==> src/design/assert_macros.svh <==
// ---------------------------------------------------------------------------
// Assertion macros
// Shared concurrent assertion helpers for the RTL.
// ---------------------------------------------------------------------------
`ifndef ASSERT_MACROS_SVH
`define ASSERT_MACROS_SVH

// Same-cycle implication, disabled during reset.
`define VROM_ASSERT_IMP(lbl, clk, rst, ante, cons, msg) \
  lbl: assert property (@(posedge clk) disable iff (rst) (ante) |-> (cons)) \
    else $error(msg);

// Next-cycle implication, disabled during reset.
`define VROM_ASSERT_NXT(lbl, clk, rst, ante, cons, msg) \
  lbl: assert property (@(posedge clk) disable iff (rst) (ante) |=> (cons)) \
    else $error(msg);

`endif

==> src/design/vrom_pkg.sv <==
// ---------------------------------------------------------------------------
// vrom_pkg
// Widths, codes and shared types of the voxel ray occupancy marker.
// ---------------------------------------------------------------------------
package vrom_pkg;

  localparam int COORD_W = 19;  // signed coordinate, 1/640 m
  localparam int CELL_W  = 20;  // signed voxel coordinate
  localparam int SIZE_W  = 16;  // horizontal voxel edge
  localparam int LO_W    = 16;  // log-odds Q4.12
  localparam int NUM_W   = 29;  // crossing numerator
  localparam int DEN_W   = 20;  // crossing denominator
  localparam int PROD_W  = NUM_W + DEN_W;
  localparam int ZSHIFT  = 8;   // z voxels are 256 units tall
  localparam int IDX_W   = 20;
  localparam int CFG_W   = 19;
  localparam int CFGI_W  = 3;

  typedef logic [1:0] code_t;
  localparam code_t CODE_UNKNOWN = 2'd0;
  localparam code_t CODE_FREE    = 2'd1;
  localparam code_t CODE_OCC     = 2'd2;

  localparam logic [1:0] ACT_CLEAR = 2'd0;
  localparam logic [1:0] ACT_CAST  = 2'd1;
  localparam logic [1:0] ACT_READ  = 2'd2;

  localparam logic [CFGI_W-1:0] CFG_SENSOR_X = 3'd0;
  localparam logic [CFGI_W-1:0] CFG_SENSOR_Y = 3'd1;
  localparam logic [CFGI_W-1:0] CFG_SENSOR_Z = 3'd2;
  localparam logic [CFGI_W-1:0] CFG_VOXEL    = 3'd3;
  localparam logic [CFGI_W-1:0] CFG_LO_OCC   = 3'd4;
  localparam logic [CFGI_W-1:0] CFG_LO_FREE  = 3'd5;

  // Floor quotient and floor remainder from the divider.
  typedef struct packed {
    logic [CELL_W-1:0] quot;
    logic [SIZE_W-1:0] rem;
  } div_res_t;

endpackage

==> src/design/vrom_floor_div.sv <==
// ---------------------------------------------------------------------------
// vrom_floor_div
// Radix-2 restoring divider: signed coordinate by voxel edge, floor rounding.
// ---------------------------------------------------------------------------
module vrom_floor_div (
  input  logic                                  clk,
  input  logic                                  rst,
  input  logic                                  start,
  input  logic signed [vrom_pkg::COORD_W-1:0]   dividend,
  input  logic [vrom_pkg::SIZE_W-1:0]           divisor,
  output logic                                  done,
  output vrom_pkg::div_res_t                    res
);
  import vrom_pkg::*;

  logic                busy;
  logic [4:0]          cnt;
  logic [COORD_W-1:0]  dvd;
  logic [SIZE_W-1:0]   acc;
  logic [SIZE_W-1:0]   dsr;
  logic                neg;
  logic [SIZE_W:0]     trial;
  logic                qbit;
  logic [SIZE_W-1:0]   acc_next;
  logic [CELL_W-1:0]   mag;

  always_comb begin
    trial    = {acc, dvd[COORD_W-1]};
    qbit     = (trial >= {1'b0, dsr});
    acc_next = qbit ? SIZE_W'(trial - {1'b0, dsr}) : trial[SIZE_W-1:0];
  end

  always_ff @(posedge clk) begin
    if (rst) begin
      busy <= 1'b0;
      done <= 1'b0;
    end else begin
      done <= busy && !start && (cnt == 5'd1);
      if (start) begin
        busy <= 1'b1;
        cnt  <= 5'(COORD_W);
        neg  <= dividend[COORD_W-1];
        dvd  <= dividend[COORD_W-1] ? COORD_W'(-dividend) : dividend;
        acc  <= '0;
        dsr  <= divisor;
      end else if (busy) begin
        acc <= acc_next;
        dvd <= {dvd[COORD_W-2:0], qbit};
        cnt <= cnt - 5'd1;
        if (cnt == 5'd1) begin
          busy <= 1'b0;
        end
      end
    end
  end

  // Fold the magnitude result back to floor semantics.
  always_comb begin
    mag = {1'b0, dvd};
    if (!neg) begin
      res.quot = mag;
      res.rem  = acc;
    end else if (acc == '0) begin
      res.quot = CELL_W'(-mag);
      res.rem  = '0;
    end else begin
      res.quot = CELL_W'(-mag - CELL_W'(1));
      res.rem  = dsr - acc;
    end
  end

endmodule

==> config.mk <==
export PLATFORM = sky130hd
export DESIGN_NAME = vrom_floor_div
export DESIGN_NICKNAME = d
export VERILOG_FILES = /design/src/design/assert_macros.svh /design/src/design/vrom_pkg.sv /design/src/design/vrom_floor_div.sv
export SDC_FILE = /design/constraint.sdc
export NUM_CORES = 1
export LEC_CHECK = 0
export ABC_AREA = 0
export BUFFER_PORTS_ARGS = -buffer_cell sky130_fd_sc_hd__buf_2
export CORE_MARGIN = 5
export CORE_UTILIZATION = 30
export CTS_BUF_LIST = sky130_fd_sc_hd__clkbuf_4 sky130_fd_sc_hd__clkbuf_8
export DETAILED_ROUTE_END_ITERATION = 8
export SYNTH_ARGS = -nofsm -noshare
export SYNTH_HDL_FRONTEND = slang
export SYNTH_SLANG_ARGS = --single-unit
==> constraint.sdc <==
create_clock -name clk -period 9.9 [get_ports clk]
set_input_delay 1.98 -clock clk [delete_from_list [all_inputs] [get_ports clk]]
set_output_delay 1.98 -clock clk [all_outputs]
set_load 0.1 [all_outputs]
==> out/metrics.yaml <==
crit_buf_inv: 2
cp-start-kind: "flop"
cts_tree: "built"
slowest_delay_ns: 0.69
hpwl_um: 11800
die_x_um: 146
synth-seq-cells: 59
core_area_mm2: 0.0185
yosysWarnings: 0
dr.pass1.iters: 5
synth-seq-area-share_pct: 31.3
min_period_ns: 6.12
async_reset_ff_share_pct: 0
clock_latency_ns: 0.35
syn_area_mm2: 0.00559
slowest_stage: "or4b_1"
final_net_count: 780
synth_top_area_share_pct: 30.6
final_common_cell: "buf_2"
wl_per_cell_um: 16.2
cts_num_sinks: 59
die_y_um: 146
grtUsageTotal_pct: 14.0
vdd_drop_max_mv: 0.0727
rows: 50
root_buffer: "clkbuf_8"
postCtsHoldBufs: 0
syn_inst: 643
met3RoutedLength_um: 829
route.met2.wl_um: 7000
wl_met1_um: 7170
synth_top_area_cell: "edfxtp_1"
clkTransAtPathRegs_ns: 0.06
post-cts-setup-buffer-count: 0
hold_class: "reg2reg"
cp_max_fo: 9
fin_worst_skew_ns: 0.00864
area_delta_synth_final_pct: 13.6
synth_enable_flop_cells: 57
crit_path_cell_trace: "inv_1, ha_1, or4b_1, mux2i_1, a32oi_1, nor3_2, nand3_1, or4_1, a41oi_1, buf_2"
slew_violations: 0
tightest_slew_ns: 0.877
critPathArrivalTime_ns: 4.14
clk_path_buf_depth: 2
initial_core_util_pct: 30.2
via_per_inst: 5.34
dieArea_mm2: 0.0215
avgSynthCellArea_um2: 8.69
h-tree-depth: 3
drc: 0
synth_ff_type: "edfxtp_1"
cts-resized-gates: 0
ys_top_cells_by_area: "edfxtp_1 31%, ha_1 8.1%, xnor2_1 5.5%"
stdcell_count: 943
powerDensity_mw_per_mm2: 159
critPathKind: "reg2out"
drt_iter0_drc: 329
numCtsBuffers: 9
topRoutingLayerUsed: "met5"
slew_headroom_pct: 41.5
grt_pass1_vias: 4739
grt_setup_unrepaired: "false"
overflow: 0
diodes: 0
dp.cells: 927
synth_cell_types: 75
path_delay_family: "simple AND/OR/NAND/NOR gates"
grt_first_pass_wirelength_um: 24700
antenna_found_initial: 1
status: "finished clean"
pin_count: 75
via_count: 5036
final_layout_size_suffix_gt1_share_pct: 16.9
numPortBuffers: 74
drtAntennaViolNets: 0
syn_nets: 719
globalplace.congestion: 0.853
tns_ns: 0
power.leakage_uw: 0.00253
post-route-period-util_pct: 61.8
crit_path_end_kind: "output pin"
drt-total-wl_um: 15200
grt_max_degree: 56
cap_violations: 0
mostFrequentLayoutCells: "74 x buf_2, 60 x nor2_1, 57 x edfxtp_1"
setup_viol_count_final: 0
crit_required_ns: 7.92
fmax_ghz: 0.163
hold_violations: 0
-- sequential cells by signal (all words and copies together) (netlist names) --
signal / cells
done: 1
acc: 16
neg: 1
dsr: 16
cnt: 5
dvd: 19
busy: 1
-- per-layer routing --
| layer | vias up | GRT usage, % |
|---|---|---|
| met2 | 130 | 22.4 |
| li1 | 2524 | - |
| met5 | - | 0 |
| met4 | 2 | 4.56 |
| met1 | 2366 | 19.3 |
| met3 | 14 | 2.39 |
-- cell usage after synthesis (3+ instances only) --
| master | number |
|---|---|
| a211o_1 | 4 |
| a211oi_1 | 8 |
| a21o_1 | 7 |
| a21oi_1 | 44 |
| a311oi_1 | 3 |
| a31oi_1 | 8 |
| and2_1 | 4 |
| and3_1 | 11 |
| buf_2 | 5 |
| clkbuf_1 | 20 |
| edfxtp_1 | 57 |
| ha_1 | 36 |
| inv_1 | 51 |
| mux2_2 | 11 |
| mux2i_1 | 13 |
| nand2_1 | 41 |
| nand2b_1 | 7 |
| nand3_1 | 17 |
| nand3b_1 | 4 |
| nand4_1 | 7 |
| nor2_1 | 61 |
| nor2b_1 | 8 |
| nor3_1 | 19 |
| nor3b_1 | 3 |
| nor4_1 | 9 |
| o211ai_1 | 3 |
| o21a_1 | 13 |
| o21ai_0 | 26 |
| o21bai_1 | 4 |
| o22ai_1 | 6 |
| o31a_1 | 6 |
| o31ai_1 | 6 |
| o32ai_1 | 6 |
| or3_1 | 11 |
| or4_1 | 5 |
| xnor2_1 | 35 |
| xor2_1 | 14 |
-- worst paths after layout --
path,startpoint,to,slack (ns),cells after the start
worst max-delay path,dvd[0],res[35],3.78,10
worst min-delay path,busy,done,0.49,1
worst max register to register,acc[7],acc[15],6.58,8
worst min register to register,busy,done,0.49,1
-- power breakdown --
group	internal [µW]	total, µW	switching [µW]
Sequential	301	331	29.4
Clock	90.8	192	101
Combinational	138	485	347
-- per-stage QoR --
step | total power [µW] | worst slack, ns | cell area, µm² | hold slack, ns | utilization (%)
finish | 1010 | 3.78 | 6350 | 0.491 | 34.3
global route | 1070 | 3.52 | 6350 | 0.504 | 34.3
CTS | 1010 | 3.76 | 6350 | 0.498 | 34.3
detailed placement | 821 | 4.16 | 6180 | 0.487 | 33.4
global placement | 820 | 4.21 | 6180 | 0.481 | 33.4
floorplan | 727 | 3.68 | 5590 | 0.454 | -
-- final cells by class --
cell class	count	area [µm²]
Fill cell	1911	12200
Tap cell	234	293
Timing Repair Buffer	78	400
Sequential cell	59	1750
Inverter	51	191
Clock inverter	6	32.5
Multi-Input combinational cell	505	3550
Clock buffer	10	131
-- cells by family (layout without fill, tap and decap cells) --
logic type	after synthesis	after routing	share of synthesized area, %
flip-flops	59	59	31.3
buffers and inverters	79	145	5.57
AO/OA/AOI/OAI	171	171	20.8
adder cells (fa/ha/maj)	38	38	8.78
multiplexers	24	24	4.54
XOR/XNOR	49	49	7.68
AND/OR/NAND/NOR	223	223	21.3
No activity file was read; power rests on OpenSTA's default activity.
